$ cat src/bgd_pkg.sv
// Shared types and constants for the binary grid dilation block.
package bgd_pkg;

    localparam int MAX_WIDTH  = 256;
    localparam int MAX_HEIGHT = 4096;
    localparam int MIN_DIM    = 3;

    localparam int GW_W   = 9;
    localparam int GH_W   = 13;
    localparam int CFG_W  = 13;
    localparam int CFG_IDX_W = 1;
    localparam int COL_W  = $clog2(MAX_WIDTH);
    localparam int ROW_W  = $clog2(MAX_HEIGHT + 3);

    // window columns kept in the cell chain (the newest column comes straight from the row stores)
    localparam int WIN_CELLS = 2;

    localparam logic [CFG_IDX_W-1:0] REG_GRID_WIDTH  = 1'd0;
    localparam logic [CFG_IDX_W-1:0] REG_GRID_HEIGHT = 1'd1;

    typedef struct packed {
        logic grid_start;
        logic cell_blocked;
        logic pad;
    } t_in_word;

    typedef struct packed {
        logic out_valid;
        logic out_blocked;
        logic out_last;
    } t_out_word;

    // one window column: rows top, middle, bottom
    typedef struct packed {
        logic top;
        logic mid;
        logic bot;
    } t_col;

endpackage

$ cat src/bgd_ram.sv
// Generic single-clock RAM, one write port and one registered read port.
module bgd_ram #(
    parameter int DATA_W = 8,
    parameter int DEPTH  = 256
) (
    input  logic                     i_clk,
    input  logic                     i_we,
    input  logic [$clog2(DEPTH)-1:0] i_waddr,
    input  logic [DATA_W-1:0]        i_wdata,
    input  logic                     i_re,
    input  logic [$clog2(DEPTH)-1:0] i_raddr,
    output logic [DATA_W-1:0]        o_rdata
);

    logic [DATA_W-1:0] r_mem [DEPTH];
    logic [DATA_W-1:0] r_rdata;

    // read returns the old contents on a same-address write
    always_ff @(posedge i_clk) begin
        if (i_re) begin
            r_rdata <= r_mem[i_raddr];
        end
        if (i_we) begin
            r_mem[i_waddr] <= i_wdata;
        end
    end

    assign o_rdata = r_rdata;

endmodule

$ cat src/bgd_cell.sv
// One column cell of the 3x3 window chain.
module bgd_cell (
    input  logic          i_clk,
    input  logic          i_rst_n,
    input  logic          i_shift,
    input  bgd_pkg::t_col i_col,
    output bgd_pkg::t_col o_col
);
    import bgd_pkg::*;

    t_col r_col;

    always_ff @(posedge i_clk) begin
        if (!i_rst_n) begin
            r_col <= '0;
        end else if (i_shift) begin
            r_col <= i_col;
        end
    end

    assign o_col = r_col;

endmodule

$ cat src/binary_grid_dilation.sv
// Top level: streaming 3x3 binary dilation of a raster occupancy grid.
//
//  channel | direction | handshake                  | payload
//  --------+-----------+----------------------------+------------------------
//  in      | input     | i_in_valid / o_in_ready    | i_in_word  (t_in_word)
//  out     | output    | o_out_valid / i_out_ready  | o_out_word (t_out_word)
//  cfg     | input     | i_cfg_wr (no wait)         | i_cfg_idx, i_cfg_data
//
// One word per clock unless the output stalls; a taken word sits in stage two
// for its row-store read, then updates the window; its result is registered out.
// The row stores are one 256x2 RAM; 256 entry-valid flops cleared by reset make
// unwritten entries read as zero, so there is no clearing pass after reset.
// A stalled output word is held in the output register while one more word
// waits in the second stage; input ready drops only when both are full.
module binary_grid_dilation (
    input  logic                           i_clk,
    input  logic                           i_rst_n,
    input  logic                           i_in_valid,
    output logic                           o_in_ready,
    input  bgd_pkg::t_in_word              i_in_word,
    output logic                           o_out_valid,
    input  logic                           i_out_ready,
    output bgd_pkg::t_out_word             o_out_word,
    input  logic                           i_cfg_wr,
    input  logic [bgd_pkg::CFG_IDX_W-1:0]  i_cfg_idx,
    input  logic [bgd_pkg::CFG_W-1:0]      i_cfg_data
);
    import bgd_pkg::*;

    // configuration
    logic [GW_W-1:0]  r_gw;
    logic [GH_W-1:0]  r_gh;
    logic [GW_W-1:0]  w_dim;
    logic [GH_W-1:0]  h_dim;

    // input position
    logic [COL_W-1:0] r_col, n_col;
    logic [ROW_W-1:0] r_row, n_row;
    logic [COL_W-1:0] acc_col;
    logic [ROW_W-1:0] acc_row;
    logic [GW_W-1:0]  col_inc;
    logic             acc_cell;
    logic             accept;

    // second stage
    logic             r_s1_vld;
    logic [COL_W-1:0] r_s1_col;
    logic [ROW_W-1:0] r_s1_row;
    logic             r_s1_cell;
    logic             r_fwd;
    logic [1:0]       r_fwd_data;
    logic             r_rd_ok;
    logic [MAX_WIDTH-1:0] r_ent_vld;
    logic             s1_fire;
    logic [1:0]       ram_q;
    logic [1:0]       store_q;

    // window chain
    t_col             fresh;
    t_col             win_in  [WIN_CELLS];
    t_col             win_out [WIN_CELLS];

    // result
    logic             r_out_vld;
    t_out_word        r_out_word, n_out_word;
    logic [ROW_W-1:0] orow;
    logic [GW_W-1:0]  ocol;
    logic             res_vld;
    logic             interior;
    logic             res_val;

    // clamp the registers to the supported range
    always_comb begin
        if (r_gw < GW_W'(MIN_DIM)) begin
            w_dim = GW_W'(MIN_DIM);
        end else if (r_gw > GW_W'(MAX_WIDTH)) begin
            w_dim = GW_W'(MAX_WIDTH);
        end else begin
            w_dim = r_gw;
        end
        if (r_gh < GH_W'(MIN_DIM)) begin
            h_dim = GH_W'(MIN_DIM);
        end else if (r_gh > GH_W'(MAX_HEIGHT)) begin
            h_dim = GH_W'(MAX_HEIGHT);
        end else begin
            h_dim = r_gh;
        end
    end

    always_ff @(posedge i_clk) begin
        if (!i_rst_n) begin
            r_gw <= GW_W'(MAX_WIDTH);
            r_gh <= GH_W'(256);
        end else if (i_cfg_wr) begin
            case (i_cfg_idx)
                REG_GRID_WIDTH:  r_gw <= i_cfg_data[GW_W-1:0];
                REG_GRID_HEIGHT: r_gh <= i_cfg_data[GH_W-1:0];
                default: ;
            endcase
        end
    end

    // handshake
    assign s1_fire    = r_s1_vld && (!r_out_vld || i_out_ready);
    assign o_in_ready = !r_s1_vld || s1_fire;
    assign accept     = i_in_valid && o_in_ready;

    // position of the accepted word and of the next one
    always_comb begin
        acc_col  = i_in_word.grid_start ? '0 : r_col;
        acc_row  = i_in_word.grid_start ? '0 : r_row;
        acc_cell = i_in_word.cell_blocked & ~i_in_word.pad;
        col_inc  = {1'b0, acc_col} + GW_W'(1);
        n_col    = col_inc[COL_W-1:0];
        n_row    = acc_row;
        if (col_inc >= w_dim) begin
            n_col = '0;
            if ({1'b0, acc_row} < {1'b0, h_dim} + (ROW_W+1)'(2)) begin
                n_row = acc_row + ROW_W'(1);
            end
        end
    end

    always_ff @(posedge i_clk) begin
        if (!i_rst_n) begin
            r_col <= '0;
            r_row <= '0;
        end else if (accept) begin
            r_col <= n_col;
            r_row <= n_row;
        end
    end

    // row stores: bit 1 upper row, bit 0 middle row
    bgd_ram #(
        .DATA_W (2),
        .DEPTH  (MAX_WIDTH)
    ) u_rows (
        .i_clk   (i_clk),
        .i_we    (s1_fire),
        .i_waddr (r_s1_col),
        .i_wdata ({store_q[0], r_s1_cell}),
        .i_re    (accept),
        .i_raddr (acc_col),
        .o_rdata (ram_q)
    );

    always_ff @(posedge i_clk) begin
        if (!i_rst_n) begin
            r_s1_vld  <= 1'b0;
            r_ent_vld <= '0;
        end else begin
            if (accept) begin
                r_s1_vld <= 1'b1;
            end else if (s1_fire) begin
                r_s1_vld <= 1'b0;
            end
            if (s1_fire) begin
                r_ent_vld[r_s1_col] <= 1'b1;
            end
        end
    end

    // the word leaving stage two writes the entry the new word reads: forward it
    always_ff @(posedge i_clk) begin
        if (accept) begin
            r_s1_col   <= acc_col;
            r_s1_row   <= acc_row;
            r_s1_cell  <= acc_cell;
            r_fwd      <= s1_fire && (r_s1_col == acc_col);
            r_fwd_data <= {store_q[0], r_s1_cell};
            r_rd_ok    <= r_ent_vld[acc_col];
        end
    end

    always_comb begin
        if (r_fwd) begin
            store_q = r_fwd_data;
        end else if (r_rd_ok) begin
            store_q = ram_q;
        end else begin
            store_q = '0;
        end
    end

    assign fresh = '{top: store_q[1], mid: store_q[0], bot: r_s1_cell};

    // newest column enters the last cell and moves toward cell 0
    genvar gi;
    generate
        for (gi = 0; gi < WIN_CELLS; gi++) begin : g_win
            if (gi == WIN_CELLS - 1) begin : g_head
                assign win_in[gi] = fresh;
            end else begin : g_link
                assign win_in[gi] = win_out[gi+1];
            end
            bgd_cell u_cell (
                .i_clk   (i_clk),
                .i_rst_n (i_rst_n),
                .i_shift (s1_fire),
                .i_col   (win_in[gi]),
                .o_col   (win_out[gi])
            );
        end
    endgenerate

    // result for the cell one row and one column behind the input
    always_comb begin
        if (r_s1_col != '0) begin
            orow    = r_s1_row - ROW_W'(1);
            ocol    = {1'b0, r_s1_col} - GW_W'(1);
            res_vld = r_s1_row >= ROW_W'(1);
        end else begin
            // column 0: the finished cell is the end of the row before last
            orow    = r_s1_row - ROW_W'(2);
            ocol    = w_dim - GW_W'(1);
            res_vld = r_s1_row >= ROW_W'(2);
        end
        res_vld = res_vld && ({1'b0, orow} < {1'b0, h_dim});

        interior = (orow != '0)
                && ({1'b0, orow} + (ROW_W+1)'(2) <= {1'b0, h_dim})
                && (ocol != '0)
                && ({1'b0, ocol} + (GW_W+1)'(2) <= {1'b0, w_dim})
                && (r_s1_col != '0);

        if (interior) begin
            res_val = (|win_out[0]) | (|win_out[WIN_CELLS-1]) | (|fresh);
        end else begin
            res_val = win_out[WIN_CELLS-1].mid;
        end

        n_out_word.out_valid   = res_vld;
        n_out_word.out_blocked = res_vld && res_val;
        n_out_word.out_last    = res_vld
                              && ({1'b0, orow} == {1'b0, h_dim} - (ROW_W+1)'(1))
                              && (ocol == w_dim - GW_W'(1));
    end

    always_ff @(posedge i_clk) begin
        if (!i_rst_n) begin
            r_out_vld <= 1'b0;
        end else if (s1_fire) begin
            r_out_vld <= 1'b1;
        end else if (i_out_ready) begin
            r_out_vld <= 1'b0;
        end
    end

    always_ff @(posedge i_clk) begin
        if (s1_fire) begin
            r_out_word <= n_out_word;
        end
    end

    assign o_out_valid = r_out_vld;
    assign o_out_word  = r_out_word;

endmodule
$ cat config.mk
export PLATFORM = sky130hd
export DESIGN_NAME = binary_grid_dilation
export DESIGN_NICKNAME = d
export VERILOG_FILES = /design/src/bgd_pkg.sv /design/src/bgd_ram.sv /design/src/bgd_cell.sv /design/src/binary_grid_dilation.sv
export SDC_FILE = /design/constraint.sdc
export NUM_CORES = 2
export LEC_CHECK = 0
export BUFFER_PORTS_ARGS = -buffer_cell sky130_fd_sc_hd__buf_2
export CORE_UTILIZATION = 40
export CTS_BUF_LIST = sky130_fd_sc_hd__clkbuf_4 sky130_fd_sc_hd__clkbuf_8
export DETAILED_ROUTE_END_ITERATION = 7
export GPL_TIMING_DRIVEN = 0
export PLACE_DENSITY_LB_ADDON = 0.12
export SETUP_SLACK_MARGIN = 0.02
export SYNTH_ARGS = -nofsm -noshare
export SYNTH_HDL_FRONTEND = slang
export SYNTH_SLANG_ARGS = --single-unit
$ cat constraint.sdc
create_clock -name i_clk -period 28.1 [get_ports i_clk]
set_input_delay 4.215 -clock i_clk [delete_from_list [all_inputs] [get_ports i_clk]]
set_output_delay 4.215 -clock i_clk [all_outputs]
set_load 0.01 [all_outputs]
==> impl.org <==
** Synth
- Post-synthesis instance area :: 0.0370 mm^2
- Averaged over all synthesized cells, the footprint is 11.8 um^2.
- For this run, the register share of the synthesized area comes to 0.607.
- In the post-synthesis netlist, the cell with the most instances is nor2_1.
- Portion of synthesized cell area occupied by the leading cell type :: 0.441
- Register bit total from synthesis :: 850
- Synth warn :: 0
- Counting instances in the post-synthesis netlist gives the leading cell types as nor2_1, edfxtp_1, dfxtp_1.
- Biggest area contributors in the synthesized netlist :: edfxtp_1, dfxtp_1, mux4_2
- Share of synthesized registers carrying an async set or reset :: 0
- Number of flops mapped to enable cells by yosys :: roughly 540
- The biggest area contributor in the post-synthesis netlist is edfxtp_1.
- Synth cell types :: 74
- Number of nets produced by synthesis :: 3,239
- Primary flip-flop cell chosen by synthesis mapping :: edfxtp_1
- Cell count after synthesis :: 3,144

** Route
- Number of remaining DRC errors :: 0
- Final routed wirelength across all metal layers :: 127,000 um
- Remaining antenna violation count after routing :: 0
- Detailed-router iteration count before antenna repair :: 6
- Post-detailed-route via-to-cell ratio :: a little under 6
- DRC violation total after the first TritonRoute iteration :: 3,040
- After detailed routing, the average wire length per cell comes to 27.4 um.
- Number of vias after detailed routing :: 26,926

** Placement
- Routability congestion estimate from global placement :: 0.916
- Post-detail-place hpwl :: 88,200 um
- Port buffering added 26 buffers.

** Floorplanning
- Initial Util :: 0.403
- Floorplan Core Area :: 0.0917 mm^2
- I/O pin count :: 27
- Die Outline Area :: 0.0937 mm^2
- Standard-cell row count :: roughly 110
- Die Y :: 306 um
- Die outline width :: 306 um

** Clock network
- Total CTS buffers :: 147
- Gates resized, CTS repair :: 0
- Total number of clock tree sinks :: 850
- Clock-pin slew was measured on the worst setup and hold paths at 0.06 ns.
- Clock tree from TritonCTS :: done
- Counting along the longest clock path gives a buffer depth of 3.
- Clock tree root driver cell :: clkbuf_8
- H-tree Lvls :: 4
- For this design, the CTS-stage hold fixing added 0 buffers.
- Insertion delay of the later-clocked pin in the worst-skew pair :: 0.84 ns
- Buffers added to address setup during post-CTS repair amount to 0.

** Power
- Dividing total power by cell area gives a power density of between 60 and 70 mW/mm^2.
- Leakage dissipation :: 0.0143 uW
- IR analysis of the VDD net gives a maximum drop of 42.8 uV.

** Finish
- At the end of the flow, the number of nets in the layout was 3,432.
- Share of final-layout standard cells stronger than drive strength 1 :: 0.147
- The area growth from synthesis to layout is 14.4%.

** Global route
- Global-route usage over all layers :: 0.272
- The via count of the first global-routing pass was 26,482.
- Maximum number of pins on one net before global-route repair :: 43
- The number of antenna violations at the first check in global routing was 4.
- Gr ovfl total :: 0
- Wire length of the first global-routing pass :: 182,000 um

** STA
- Setup violations remaining at the end of the flow were counted as 0.
- The count of final max-slew check failures was 29.
- Fin Clk Skew :: 0.0315 ns
- RSZ-0062 raised after global routing :: no
- Final Hold Viols :: 0
- Final hold slack :: 0.455 ns
- Max-slew headroom :: -0.0341
- Setup tns final :: 0 ns
- Actual slew at the worst max-slew pin :: 1.55 ns
- Achievable clock frequency :: 111 MHz
- In the finished design, the share of the clock period the worst path needs comes to 0.321.
- Counting I/O delays and the setup requirement, the final critical path takes 9.01 ns.

** Setup path
- Measured in cells, the most critical reg-to-reg path has a length of 15.
- The worst setup path is launched from a primary input.
- Crit path kind :: in -> reg
- Arrival time at the worst endpoint :: 9.76 ns
- Sort of element at the end of the critical path :: flip-flop
- For the worst setup path, the data required time is approximately 29 ns.
- In this run the worst path has a maximum fanout of 10.

** Run status
- Status :: finished with violations
- Violations in the final reports :: capacitance limit, slew limit

** Hold path
- The worst hold path belongs to the class reg -> reg.
- Hold Crit Depth :: 2

** Run
- Across the run, the number of max-cap violations was 3.
-- final timing paths --
check	startpoint	end	slack, ns
setup reg to reg	r_col[2]	r_row[0]	21.41
hold reg to reg	g_win[0].u_cell.o_col[0]	g_win[0].u_cell.o_col[0]	0.46
hold / removal	g_win[0].u_cell.o_col[0]	g_win[0].u_cell.o_col[0]	0.46
setup / recovery	i_in_word[2]	r_row[3]	19.09
-- routing by layer --
layer,track usage,part of all wire
met5,0.00879,0.00081
met4,0.121,0.042
met3,0.0603,0.088
met2,0.435,0.46
met1,0.353,0.40
-- registers in the layout, summed over array words and instances, names as in the netlist, 6 cells and up --
register and cells:
u_rows.r_mem 512, g_win.u_cell.o_col 6, r_col 8, r_gw 9
r_row 13, r_s1_row 13, r_ent_vld 256, r_gh 13
r_s1_col 8
-- cell families after synthesis --
| logic type | share of synthesized area |
|---|---|
| DFF | 0.607 |
| xor gates and xnor gates | 0.0165 |
| AOI/OAI and AO/OA | 0.0703 |
| and+or+nand+nor | 0.151 |
| muxes | 0.106 |
| adders and majority gates | 0.0247 |
| buffers and inverters | 0.0247 |
-- cell usage in the layout (no fill, tap or decap), types with 18 or more instances in the layout --
cell        n
a21oi_1    80
buf_2      49
clkbuf_1  148
clkbuf_4   58
clkbuf_8  176
dfxtp_1   307
edfxtp_1  543
ha_1       73
inv_1      39
mux2i_1    51
mux4_2    147
nand2_1   279
nand3_1    68
nand4_1    18
nor2_1    816
nor2b_1    29
nor3_1     26
nor4_1     23
o211ai_1   27
o21a_1     29
o21ai_0    61
o221ai_1   29
o22ai_1    20
xnor2_1    57
-- power breakdown --
| group | total (uW) | internal [uW] | switching (uW) | leakage, uW |
|---|---|---|---|---|
| Clock | 1240 | 711 | 527 | 0.00171 |
| Sequential | 1340 | 1330 | 5.88 | 0.00744 |
| Combinational | 185 | 63.7 | 121 | 0.00512 |
| Total | 2760 | 2110 | 654 | 0.0143 |
-- cell type report --
cell class              count  area [um^2]
fillers                  8380        49400
flip-flops and latches    850        22500
multi-input cells        2061        13600
clock buffers             234         2860
well taps                1186         1480
plain buffers             191          758
repair buffers             44          576
clock inverters            37          384
inverters                  42          158
diodes                      1         2.50
-- worst max-delay path: stages --
cell	delay [ns]
buf_2	0.16
clkbuf_1	0.36
nand2b_1	0.46
inv_1	0.21
clkbuf_1	0.93
buf_1	0.90
xnor2_1	0.31
ha_1	0.38
a21o_1	0.17
a2111oi_0	0.39
o21a_1	0.40
or3_1	0.16
clkbuf_1	0.31
o311ai_0	0.19
a21oi_1	0.16
-- stage by stage --
stage	setup slack (ns)	instance area, um^2	total power (uW)	instances	util
global route	18.95	42300	2840	4646	0.461
floorplan	15.39	37000	1480	3144	-
detailed placement	18.37	39100	1550	4374	0.426
CTS	19.14	42300	2770	4645	0.461
finish	19.09	42300	2760	4646	0.461
global placement	4.18	38600	1550	4356	0.421
(Power assumes the default switching activity.)
